$ cat src/rtl/rc5rct_pkg.sv
// Package for the RC5 remote countdown timer: types, codes and constants.
`default_nettype none
package rc5rct_pkg;

   localparam int unsigned FRAME_BITS  = 14;
   localparam int unsigned TOGGLE_POS  = 2;
   localparam int unsigned CMD_POS     = 8;
   localparam int unsigned CMD_BITS    = 6;
   localparam int unsigned QUEUE_DEPTH = 2;

   localparam logic KIND_EDGE = 1'b0;
   localparam logic KIND_TICK = 1'b1;

   localparam logic [5:0] CMD_DIGIT_COUNT = 6'd10;
   localparam logic [5:0] CMD_STANDBY     = 6'd12;
   localparam logic [5:0] CMD_MUTE        = 6'd13;
   localparam logic [5:0] CMD_CLEAR       = 6'd15;
   localparam logic [5:0] CMD_OK          = 6'd47;

   localparam logic [15:0] START_MAX = 16'hFFFF;
   // Digits up to this one share one saturation limit, higher digits the other
   localparam logic [5:0]  DIGIT_SPLIT     = 6'd5;
   localparam logic [15:0] SAT_LIMIT_LOW   = 16'((65535 - 5) / 10);
   localparam logic [15:0] SAT_LIMIT_HIGH  = 16'((65535 - 9) / 10);

   localparam logic [1:0] CSR_LONG_INTERVAL  = 2'd0;
   localparam logic [1:0] CSR_SHORT_INTERVAL = 2'd1;
   localparam logic [1:0] CSR_TOLERANCE      = 2'd2;
   localparam logic [1:0] CSR_MAX_BEEPS      = 2'd3;

   localparam logic [7:0] RESET_LONG_INTERVAL  = 8'd60;
   localparam logic [7:0] RESET_SHORT_INTERVAL = 8'd30;
   localparam logic [5:0] RESET_TOLERANCE      = 6'd15;
   localparam logic [3:0] RESET_MAX_BEEPS      = 4'd5;

   localparam logic [1:0] PERIOD_OFF  = 2'd0;
   localparam logic [1:0] PERIOD_ONE  = 2'd1;
   localparam logic [1:0] PERIOD_HALF = 2'd2;

   typedef enum logic [1:0] {
      MODE_CONFIG  = 2'd0,
      MODE_RUNNING = 2'd1,
      MODE_STOPPED = 2'd2,
      MODE_BEEPING = 2'd3
   } mode_type;

   typedef struct packed {
      logic        kind;
      logic [15:0] interval;
   } req_type;

   typedef struct packed {
      logic        command_valid;
      logic [5:0]  command;
      logic [1:0]  mode;
      logic [15:0] start_time;
      logic [15:0] remaining;
      logic        beep;
      logic        show_remaining;
      logic [1:0]  tick_period;
   } rsp_type;

   typedef struct packed {
      logic [7:0] long_interval;
      logic [7:0] short_interval;
      logic [5:0] tolerance;
   } decode_cfg_type;

   // Classified item handed from the decoder to the timer
   typedef struct packed {
      logic       is_tick;
      logic       cmd_valid;
      logic [5:0] cmd;
   } event_type;

endpackage
`default_nettype wire

$ cat src/rtl/rc5_remote_countdown_timer.sv
// A taken item is written into the event queue, and its result into the result queue, before it shows on the rsp_ side.
// Throughput: one item per cycle while neither queue is full; the timer state update in the back end sets it,
// with a two-entry queue between decoder and timer and another on the result side.
// Reset (synchronous, active high) empties both queues, clears decoder and timer
// state and loads the default intervals, tolerance and beep count.
`default_nettype none
module rc5_remote_countdown_timer #(
   parameter int unsigned QUEUE_DEPTH = rc5rct_pkg::QUEUE_DEPTH
) (
   input  wire logic                 clock,
   input  wire logic                 reset,
   input  wire logic                 req_push,
   input  wire rc5rct_pkg::req_type  req_item,
   output logic                      req_full,
   output logic                      rsp_empty,
   input  wire logic                 rsp_pop,
   output rc5rct_pkg::rsp_type       rsp_item,
   input  wire logic                 csr_write,
   input  wire logic [1:0]           csr_index,
   input  wire logic [7:0]           csr_wdata
);
   import rc5rct_pkg::*;

   decode_cfg_type cfg_ff;
   logic [3:0]     max_beeps_ff;
   logic           ev_full, ev_push, ev_empty, ev_pop;
   event_type      ev_in_item, ev_out_item;
   logic           rsp_full, rsp_push;
   rsp_type        rsp_in_item;

   always_ff @(posedge clock) begin
      if (reset) begin
         cfg_ff.long_interval  <= RESET_LONG_INTERVAL;
         cfg_ff.short_interval <= RESET_SHORT_INTERVAL;
         cfg_ff.tolerance      <= RESET_TOLERANCE;
         max_beeps_ff          <= RESET_MAX_BEEPS;
      end else if (csr_write) begin
         case (csr_index)
            CSR_LONG_INTERVAL:  cfg_ff.long_interval  <= csr_wdata;
            CSR_SHORT_INTERVAL: cfg_ff.short_interval <= csr_wdata;
            CSR_TOLERANCE:      cfg_ff.tolerance      <= csr_wdata[5:0];
            CSR_MAX_BEEPS:      max_beeps_ff          <= csr_wdata[3:0];
            default: ;
         endcase
      end
   end

   rc5rct_front u_front (
      .clock    (clock),
      .reset    (reset),
      .req_push (req_push),
      .req_item (req_item),
      .req_full (req_full),
      .cfg      (cfg_ff),
      .ev_full  (ev_full),
      .ev_push  (ev_push),
      .ev_item  (ev_in_item)
   );

   rc5rct_fifo #(
      .DEPTH     (QUEUE_DEPTH),
      .item_type (event_type)
   ) u_ev_queue (
      .clock     (clock),
      .reset     (reset),
      .push      (ev_push),
      .push_item (ev_in_item),
      .full      (ev_full),
      .pop       (ev_pop),
      .pop_item  (ev_out_item),
      .empty     (ev_empty)
   );

   rc5rct_back u_back (
      .clock     (clock),
      .reset     (reset),
      .ev_empty  (ev_empty),
      .ev_item   (ev_out_item),
      .ev_pop    (ev_pop),
      .max_beeps (max_beeps_ff),
      .rsp_full  (rsp_full),
      .rsp_push  (rsp_push),
      .rsp_item  (rsp_in_item)
   );

   rc5rct_fifo #(
      .DEPTH     (QUEUE_DEPTH),
      .item_type (rsp_type)
   ) u_rsp_queue (
      .clock     (clock),
      .reset     (reset),
      .push      (rsp_push),
      .push_item (rsp_in_item),
      .full      (rsp_full),
      .pop       (rsp_pop),
      .pop_item  (rsp_item),
      .empty     (rsp_empty)
   );

endmodule
`default_nettype wire

$ cat src/rtl/rc5rct_fifo.sv
// Small register queue used between the decoder and timer and on the result side.
`default_nettype none
module rc5rct_fifo #(
   parameter int unsigned DEPTH = 2,
   parameter type item_type = logic
) (
   input  wire logic     clock,
   input  wire logic     reset,
   input  wire logic     push,
   input  wire item_type push_item,
   output logic          full,
   input  wire logic     pop,
   output item_type      pop_item,
   output logic          empty
);
   localparam int unsigned PTR_W = (DEPTH > 1) ? $clog2(DEPTH) : 1;
   localparam int unsigned CNT_W = $clog2(DEPTH + 1);

   item_type           mem_ff [DEPTH];
   logic [PTR_W-1:0]   wr_ptr_ff, wr_ptr_in;
   logic [PTR_W-1:0]   rd_ptr_ff, rd_ptr_in;
   logic [CNT_W-1:0]   count_ff, count_in;
   logic               wr_en, rd_en;

   assign full  = (count_ff == CNT_W'(DEPTH));
   assign empty = (count_ff == '0);
   assign wr_en = push && !full;
   assign rd_en = pop && !empty;
   assign pop_item = mem_ff[rd_ptr_ff];

   always_comb begin
      wr_ptr_in = wr_ptr_ff;
      rd_ptr_in = rd_ptr_ff;
      if (wr_en) begin
         wr_ptr_in = (wr_ptr_ff == PTR_W'(DEPTH - 1)) ? '0 : wr_ptr_ff + PTR_W'(1);
      end
      if (rd_en) begin
         rd_ptr_in = (rd_ptr_ff == PTR_W'(DEPTH - 1)) ? '0 : rd_ptr_ff + PTR_W'(1);
      end
      case ({wr_en, rd_en})
         2'b10:   count_in = count_ff + CNT_W'(1);
         2'b01:   count_in = count_ff - CNT_W'(1);
         default: count_in = count_ff;
      endcase
   end

   always_ff @(posedge clock) begin
      if (reset) begin
         wr_ptr_ff <= '0;
         rd_ptr_ff <= '0;
         count_ff  <= '0;
      end else begin
         wr_ptr_ff <= wr_ptr_in;
         rd_ptr_ff <= rd_ptr_in;
         count_ff  <= count_in;
      end
   end

   always_ff @(posedge clock) begin
      if (wr_en) begin
         mem_ff[wr_ptr_ff] <= push_item;
      end
   end

endmodule
`default_nettype wire

$ cat src/rtl/rc5rct_front.sv
// RC5 front end: classifies edge intervals, assembles frames, emits an event for every item.
`default_nettype none
module rc5rct_front (
   input  wire logic                      clock,
   input  wire logic                      reset,
   input  wire logic                      req_push,
   input  wire rc5rct_pkg::req_type       req_item,
   output logic                           req_full,
   input  wire rc5rct_pkg::decode_cfg_type cfg,
   input  wire logic                      ev_full,
   output logic                           ev_push,
   output rc5rct_pkg::event_type          ev_item
);
   import rc5rct_pkg::*;

   logic [FRAME_BITS-1:0] frame_ff, frame_in;
   logic [3:0]            count_ff, count_in;
   logic                  cur_ff, cur_in;
   logic                  aux_ff, aux_in;
   logic                  toggle_ff, toggle_in;
   logic                  is_long, is_short;
   logic                  store;
   logic                  tog;

   // Strict window: nominal - tol < v < nominal + tol, kept unsigned
   function automatic logic in_window(input logic [15:0] v, input logic [7:0] nom,
                                      input logic [5:0] tol);
      logic [16:0] hi;
      logic [16:0] v_plus;
      hi     = {9'd0, nom} + {11'd0, tol};
      v_plus = {1'b0, v} + {11'd0, tol};
      return ({1'b0, v} < hi) && (v_plus > {9'd0, nom});
   endfunction

   assign req_full = ev_full;
   assign ev_push  = req_push && !ev_full;
   assign is_long  = in_window(req_item.interval, cfg.long_interval, cfg.tolerance);
   assign is_short = in_window(req_item.interval, cfg.short_interval, cfg.tolerance);

   always_comb begin
      frame_in  = frame_ff;
      count_in  = count_ff;
      cur_in    = cur_ff;
      aux_in    = aux_ff;
      toggle_in = toggle_ff;
      store     = 1'b0;
      tog       = 1'b0;
      ev_item.is_tick   = (req_item.kind == KIND_TICK);
      ev_item.cmd_valid = 1'b0;
      ev_item.cmd       = '0;
      if (req_item.kind == KIND_EDGE) begin
         if (is_long) begin
            cur_in = ~cur_ff;
            store  = 1'b1;
            aux_in = 1'b0;
         end else if (is_short) begin
            if (!aux_ff) begin
               aux_in = 1'b1;
            end else begin
               store  = 1'b1;
               aux_in = 1'b0;
            end
         end else begin
            // bad interval: restart the frame with a leading one
            count_in = '0;
            cur_in   = 1'b1;
            store    = 1'b1;
         end
         if (store) begin
            if (count_in < 4'(FRAME_BITS)) begin
               frame_in[count_in] = cur_in;
            end
            count_in = count_in + 4'd1;
         end
         if (count_in == 4'(FRAME_BITS)) begin
            tog      = frame_in[TOGGLE_POS];
            cur_in   = 1'b1;
            count_in = '0;
            if (tog != toggle_ff) begin
               toggle_in         = tog;
               ev_item.cmd_valid = 1'b1;
               for (int i = 0; i < CMD_BITS; i++) begin
                  ev_item.cmd[CMD_BITS-1-i] = frame_in[CMD_POS+i];
               end
            end
         end
      end
   end

   always_ff @(posedge clock) begin
      if (reset) begin
         frame_ff  <= '0;
         count_ff  <= '0;
         cur_ff    <= 1'b1;
         aux_ff    <= 1'b0;
         toggle_ff <= 1'b0;
      end else if (ev_push) begin
         frame_ff  <= frame_in;
         count_ff  <= count_in;
         cur_ff    <= cur_in;
         aux_ff    <= aux_in;
         toggle_ff <= toggle_in;
      end
   end

endmodule
`default_nettype wire

$ cat src/rtl/rc5rct_back.sv
// Countdown timer back end: runs commands and ticks, builds one result per item.
`default_nettype none
module rc5rct_back (
   input  wire logic                   clock,
   input  wire logic                   reset,
   input  wire logic                   ev_empty,
   input  wire rc5rct_pkg::event_type  ev_item,
   output logic                        ev_pop,
   input  wire logic [3:0]             max_beeps,
   input  wire logic                   rsp_full,
   output logic                        rsp_push,
   output rc5rct_pkg::rsp_type         rsp_item
);
   import rc5rct_pkg::*;

   mode_type    mode_ff, mode_in;
   logic [15:0] start_ff, start_in;
   logic [15:0] elapsed_ff, elapsed_in;
   logic        blink_ff, blink_in;
   logic [3:0]  beeps_ff, beeps_in;
   logic [5:0]  cmd_ff, cmd_in;
   logic        take;
   logic        go_run, go_cfg;
   logic [15:0] sat_limit;

   assign take     = !ev_empty && !rsp_full;
   assign ev_pop   = take;
   assign rsp_push = take;
   assign sat_limit = (ev_item.cmd <= DIGIT_SPLIT) ? SAT_LIMIT_LOW : SAT_LIMIT_HIGH;

   // next state
   always_comb begin
      mode_in    = mode_ff;
      start_in   = start_ff;
      elapsed_in = elapsed_ff;
      blink_in   = blink_ff;
      beeps_in   = beeps_ff;
      cmd_in     = cmd_ff;
      go_run     = 1'b0;
      go_cfg     = 1'b0;
      if (!ev_item.is_tick) begin
         if (ev_item.cmd_valid) begin
            cmd_in = ev_item.cmd;
            case (mode_ff)
               MODE_CONFIG: begin
                  if (ev_item.cmd < CMD_DIGIT_COUNT) begin
                     if (start_ff > sat_limit) begin
                        start_in = START_MAX;
                     end else begin
                        start_in = (start_ff << 3) + (start_ff << 1) + {10'd0, ev_item.cmd};
                     end
                  end else if (ev_item.cmd == CMD_CLEAR) begin
                     start_in = '0;
                  end else if (ev_item.cmd == CMD_OK) begin
                     go_run = 1'b1;
                  end
               end
               MODE_RUNNING: begin
                  if (ev_item.cmd == CMD_STANDBY) begin
                     mode_in = MODE_STOPPED;
                  end
               end
               MODE_STOPPED: begin
                  if (ev_item.cmd == CMD_OK) begin
                     go_run = 1'b1;
                  end else if (ev_item.cmd == CMD_CLEAR) begin
                     go_cfg = 1'b1;
                  end
               end
               MODE_BEEPING: begin
                  if (ev_item.cmd == CMD_MUTE) begin
                     go_cfg = 1'b1;
                  end
               end
               default: ;
            endcase
         end
      end else begin
         case (mode_ff)
            MODE_RUNNING: begin
               elapsed_in = elapsed_ff + 16'd1;
               if (start_ff == elapsed_in) begin
                  mode_in = MODE_BEEPING;
               end
            end
            MODE_STOPPED: blink_in = ~blink_ff;
            MODE_BEEPING: begin
               beeps_in = beeps_ff + 4'd1;
               if (beeps_in == max_beeps) begin
                  go_cfg = 1'b1;
               end
            end
            default: ;
         endcase
      end
      if (go_run) begin
         mode_in = (start_ff == '0) ? MODE_BEEPING : MODE_RUNNING;
      end
      if (go_cfg) begin
         mode_in    = MODE_CONFIG;
         start_in   = '0;
         elapsed_in = '0;
         beeps_in   = '0;
      end
   end

   // outputs
   always_comb begin
      rsp_item.command_valid  = !ev_item.is_tick && ev_item.cmd_valid;
      rsp_item.command        = cmd_in;
      rsp_item.mode           = mode_in;
      rsp_item.start_time     = start_in;
      rsp_item.remaining      = start_in - elapsed_in;
      rsp_item.beep           = ev_item.is_tick && (mode_ff == MODE_BEEPING);
      rsp_item.show_remaining = !(ev_item.is_tick && (mode_ff == MODE_STOPPED) && !blink_ff);
      case (mode_in)
         MODE_CONFIG:  rsp_item.tick_period = PERIOD_OFF;
         MODE_STOPPED: rsp_item.tick_period = PERIOD_HALF;
         default:      rsp_item.tick_period = PERIOD_ONE;
      endcase
   end

   always_ff @(posedge clock) begin
      if (reset) begin
         mode_ff    <= MODE_CONFIG;
         start_ff   <= '0;
         elapsed_ff <= '0;
         blink_ff   <= 1'b0;
         beeps_ff   <= '0;
         cmd_ff     <= '0;
      end else if (take) begin
         mode_ff    <= mode_in;
         start_ff   <= start_in;
         elapsed_ff <= elapsed_in;
         blink_ff   <= blink_in;
         beeps_ff   <= beeps_in;
         cmd_ff     <= cmd_in;
      end
   end

endmodule
`default_nettype wire

$ cat config.mk
export PLATFORM = sky130hd
export DESIGN_NAME = rc5_remote_countdown_timer
export DESIGN_NICKNAME = d
export VERILOG_FILES = /design/src/rtl/rc5rct_pkg.sv /design/src/rtl/rc5_remote_countdown_timer.sv /design/src/rtl/rc5rct_fifo.sv /design/src/rtl/rc5rct_front.sv /design/src/rtl/rc5rct_back.sv
export SDC_FILE = /design/constraint.sdc
export NUM_CORES = 1
export LEC_CHECK = 0
export BUFFER_PORTS_ARGS = -buffer_cell sky130_fd_sc_hd__buf_2
export CAP_MARGIN = 0
export CORE_MARGIN = 10
export CORE_UTILIZATION = 56
export CTS_CLUSTER_DIAMETER = 200
export DETAILED_ROUTE_END_ITERATION = 12
export PLACE_DENSITY = 0.77
export SLEW_MARGIN = 20
export SYNTH_ARGS = -nofsm -noshare
export SYNTH_HDL_FRONTEND = slang
export SYNTH_SLANG_ARGS = --single-unit
$ cat constraint.sdc
create_clock -name clock -period 6.1 [get_ports clock]
set_input_delay 0.305 -clock clock [delete_from_list [all_inputs] [get_ports clock]]
set_output_delay 0.305 -clock clock [all_outputs]
set_load 0.005 [all_outputs]
==> key figures <==
Final layout
  • Finished Cell Area: 13800 um^2
  • Nets: 1527
  • Most common cell after layout, fill and taps aside: nor2_1
  • Combined area of the multi-input logic cells: 6969 um^2
  • ANT cells: 0
  • Layout cells sized above 1: 14.76%
  • Most frequent cells in the layout: nor2_1, nand2_1, a21oi_1
  • Fill count: 1762
  • Sequential cell area: 5030 um^2
  • Area grow syn2layout: 11.00%
  • Non-filler cells in the finished layout: 1682

Clock tree
  • H-tree depth: 4
  • Sink Count: 199
  • CTS root buf: clkbuf_16
  • Clock Path Buffers: 2
  • Total CTS buffers: 17
  • Worst skew pair latency: 450 ps
  • Hold_buf cts: 0
  • Clock transition at path regs: 80 ps
  • CTS tree: yes

Synth
  • Count of yosys warnings during synthesis: 0
  • Post-Syn Instances: 1330
  • Async set-reset flop share out of synthesis: 0%
  • Post-synth EDFFs: 104
  • Top_reg_cell synth: edfxtp_1
  • Synthesized Nets: 1468
  • Post-synthesis cell area: 12430 um^2
  • Synth area leaders: edfxtp_1, dfxtp_1, ha_1, xnor2_1, a21oi_1
  • Yosys reg bits: 199
  • Synth cell types: 72
  • Average cell area after synthesis: 9.347 um^2
  • Top cell type by total area after synthesis: edfxtp_1
  • Yosys top cell area share: 25.12%
  • Sequential area share after synthesis: 40.42%

Power and ir drop
  • Leak pwr: 5.463 nW
  • Pint: 3.113 mW
  • Share of power burned in the clock network: 25.3%
  • Sequential share of power: 40.1%
  • Peak supply drop: 0.2520 mV
  • Logic pwr share: 34.6%
  • Net Sw Power: 1.705 mW
  • Power density over cell area: 349.1 nW/um^2
  • PnR Total Power: 4.818 mW
  • Switch share: 35.39%

Critical path
  • WP buf/inv: 3
  • CP peak stage delay: 620 ps
  • Crit Path Category: flip-flop to flip-flop
  • R2R depth: 25
  • CP startpoint kind: flip-flop
  • Highest-delay cell along the critical path: or4b_2
  • Delay-heaviest family, CP: compound AO/OA/AOI/OAI gates
  • Worst-path maximum fanout: 11
  • Crit path DAT: 5980 ps
  • Reg2reg setup slack: 380 ps
  • Req. time, crit path: 6360 ps
  • Crit path capture type: flip-flop
  • Cell mode on critical path: a21oi_1
  • RR Endpoint: u_rsp_queue.mem_ff[0][18]

Drt
  • DRC Markers: 0
  • Router iterations before antenna repair: 5
  • ANT nets after route: 0
  • Vias: 10123
  • Drt first-iter violations: 1026
  • Average routed wire per standard cell: 18.43 um
  • Final WL: 31.00 mm
  • Via-per-instance ratio: 6.018

Run status
  • Status: finished, final reports clean

GRT
  • Vias in the first global route: 9686
  • Total global-route track usage: 21.14%
  • Congestion Overflow GR: 0
  • First-pass GRT wire length: 50.05 mm
  • Largest net degree at the start of global routing: 79
  • Initial antenna violation count: 0

Die
  • Rows: 54
  • Die width: 169.0 um
  • # IOs: 79
  • Starting Density: 56.97%
  • Core Region: 21820 um^2
  • Die ar.: 28560 um^2
  • Die height: 169.0 um

STA
  • F_max: 174.9 MHz
  • Clock skew: 15.86 ps
  • Relative slew slack: 30.10%
  • Fin. max-slew vios: 0
  • Worst slew pin tran: 1049 ps
  • Endpoints failing hold: 0
  • Final min period: 5719 ps
  • Sum of negative setup slack: 0 ps
  • Ratio of final minimum period to clock period: 93.76%
  • Final setup viols: 0

Min path
  • Hold Path Stages: 3
  • Hold WC Path Type: input port to flip-flop
  • Hold endpoint: cfg_ff[20]
  • Hold Crit Start: csr_wdata[6]

Place
  • GPL Wtd Cong: 0.9382
  • DP HPWL: 22.47 mm
  • Number of port buffers: 78
  • Placed cells: 1650
  • Placed Area: 13130 um^2

Flow run
  • Max-cap violations: 0
## power by group through the flow
stage,registers [mW],logic [mW],clock network [mW]
global placement,1.94,1.60,0
finish,1.93,1.67,1.22
detailed placement,1.96,1.64,0
CTS,1.93,1.66,1.23
floorplan,1.88,1.14,0
global route,1.96,1.84,1.28
## routing by layer
metal,share of wire [%],GRT usage [%]
met1,45,28.63
met2,45,32.92
met3,7.7,4.840
met4,2.2,6.529
met5,0,0
## registers in the layout, summed over array words and instances, names as in the netlist, named ones only
signal                 flops
u_back.mode_ff             2
u_rsp_queue.mem_ff        88
u_front.cur_ff             1
u_back.beeps_ff            4
u_rsp_queue.wr_ptr_ff      1
u_front.toggle_ff          1
u_ev_queue.rd_ptr_ff       1
cfg_ff                    22
u_front.aux_ff             1
u_back.cmd_ff              6
u_rsp_queue.count_ff       2
u_back.elapsed_ff         16
max_beeps_ff               4
u_rsp_queue.rd_ptr_ff      1
u_ev_queue.count_ff        2
u_back.blink_ff            1
u_ev_queue.wr_ptr_ff       1
u_front.frame_ff           7
u_ev_queue.mem_ff         16
u_back.start_ff           16
u_front.count_ff           4
## synth_stat cells (all sizes together) (17+ instances only)
master and n:
a21o 17, o211ai 18, clkbuf 46, edfxtp 104, o21ai 50, mux2 49
nand2 131, inv 66, xor2 26, ha 98, nor3 36, mux2i 23
nor2 137, xnor2 71, nand3 42, a21oi 114, dfxtp 95
## final cells by class
cell class | count | area share, %
Clock buffer | 17 | 3.083
Clock inverter | 15 | 1.605
Inverter | 66 | 1.795
Multi-Input combinational cell | 1005 | 50.50
Sequential cell | 199 | 36.45
Tap cell | 280 | 2.539
Timing Repair Buffer | 100 | 4.026
## worst reg2reg max path: stages (launching register included)
cell and delay (ps):
dfxtp_4 430, mux2i_1 240, inv_1 110, nor3_1 220, ha_1 180, nor2_1 40, o311a_1 270, o311a_1 300
o311ai_2 280, nand2_1 120, o21ai_0 190, a21oi_1 170, inv_1 100, ha_1 170, inv_1 50, fa_1 400
a21o_1 180, a21oi_1 220, o21bai_1 100, a21oi_1 250, o21bai_1 110, a21oi_1 220, o21ai_0 160, o41ai_2 250
or4b_2 620, o211ai_1 150
## worst max-delay path by stage
stage / start / to / slack [ps] / depth (start not counted)
after detailed placement: flip-flop / u_rsp_queue.mem_ff[1][18] / 230 / 25
after CTS: flip-flop / u_rsp_queue.mem_ff[1][18] / 120 / 25
final: flip-flop / u_rsp_queue.mem_ff[0][18] / 380 / 25
after floorplan: flip-flop / u_rsp_queue.mem_ff[0][18] / 100 / 26
after global placement: flip-flop / u_rsp_queue.mem_ff[0][18] / 370 / 25
after global routing: flip-flop / u_rsp_queue.mem_ff[1][18] / -20 / 25
## through the flow
| step | hold slack (ps) | setup slack, ps | util, % |
|---|---|---|---|
| after floorplan | 403.9 | 101.8 | - |
| after detailed placement | 448.5 | 232.3 | 60.17 |
| after CTS | 116.3 | 122.3 | 63.14 |
| after global placement | 441.8 | 373.4 | 60.17 |
| after global routing | 132.5 | -21.06 | 63.23 |
| final | 119.9 | 380.9 | 63.23 |
## kinds of logic (layout without fill, tap and decap cells)
kind of cell | after synthesis | count (layout) | synth area share [%]
and+or+nand+nor | 439 | 439 | 16.23
muxes | 72 | 72 | 6.290
xor gates and xnor gates | 97 | 97 | 6.834
AOI/OAI and AO/OA | 291 | 291 | 15.12
DFF | 199 | 199 | 40.42
adders and majority gates | 106 | 106 | 11.15
buffers and inverters | 126 | 198 | 3.955
## repair_timing
action | CTS | global route
gates resized for setup | 0 | 5
buffers inserted | 0 | 0
setup endpoints to repair | 0 | 8
Power figures use the tool's default switching activity.
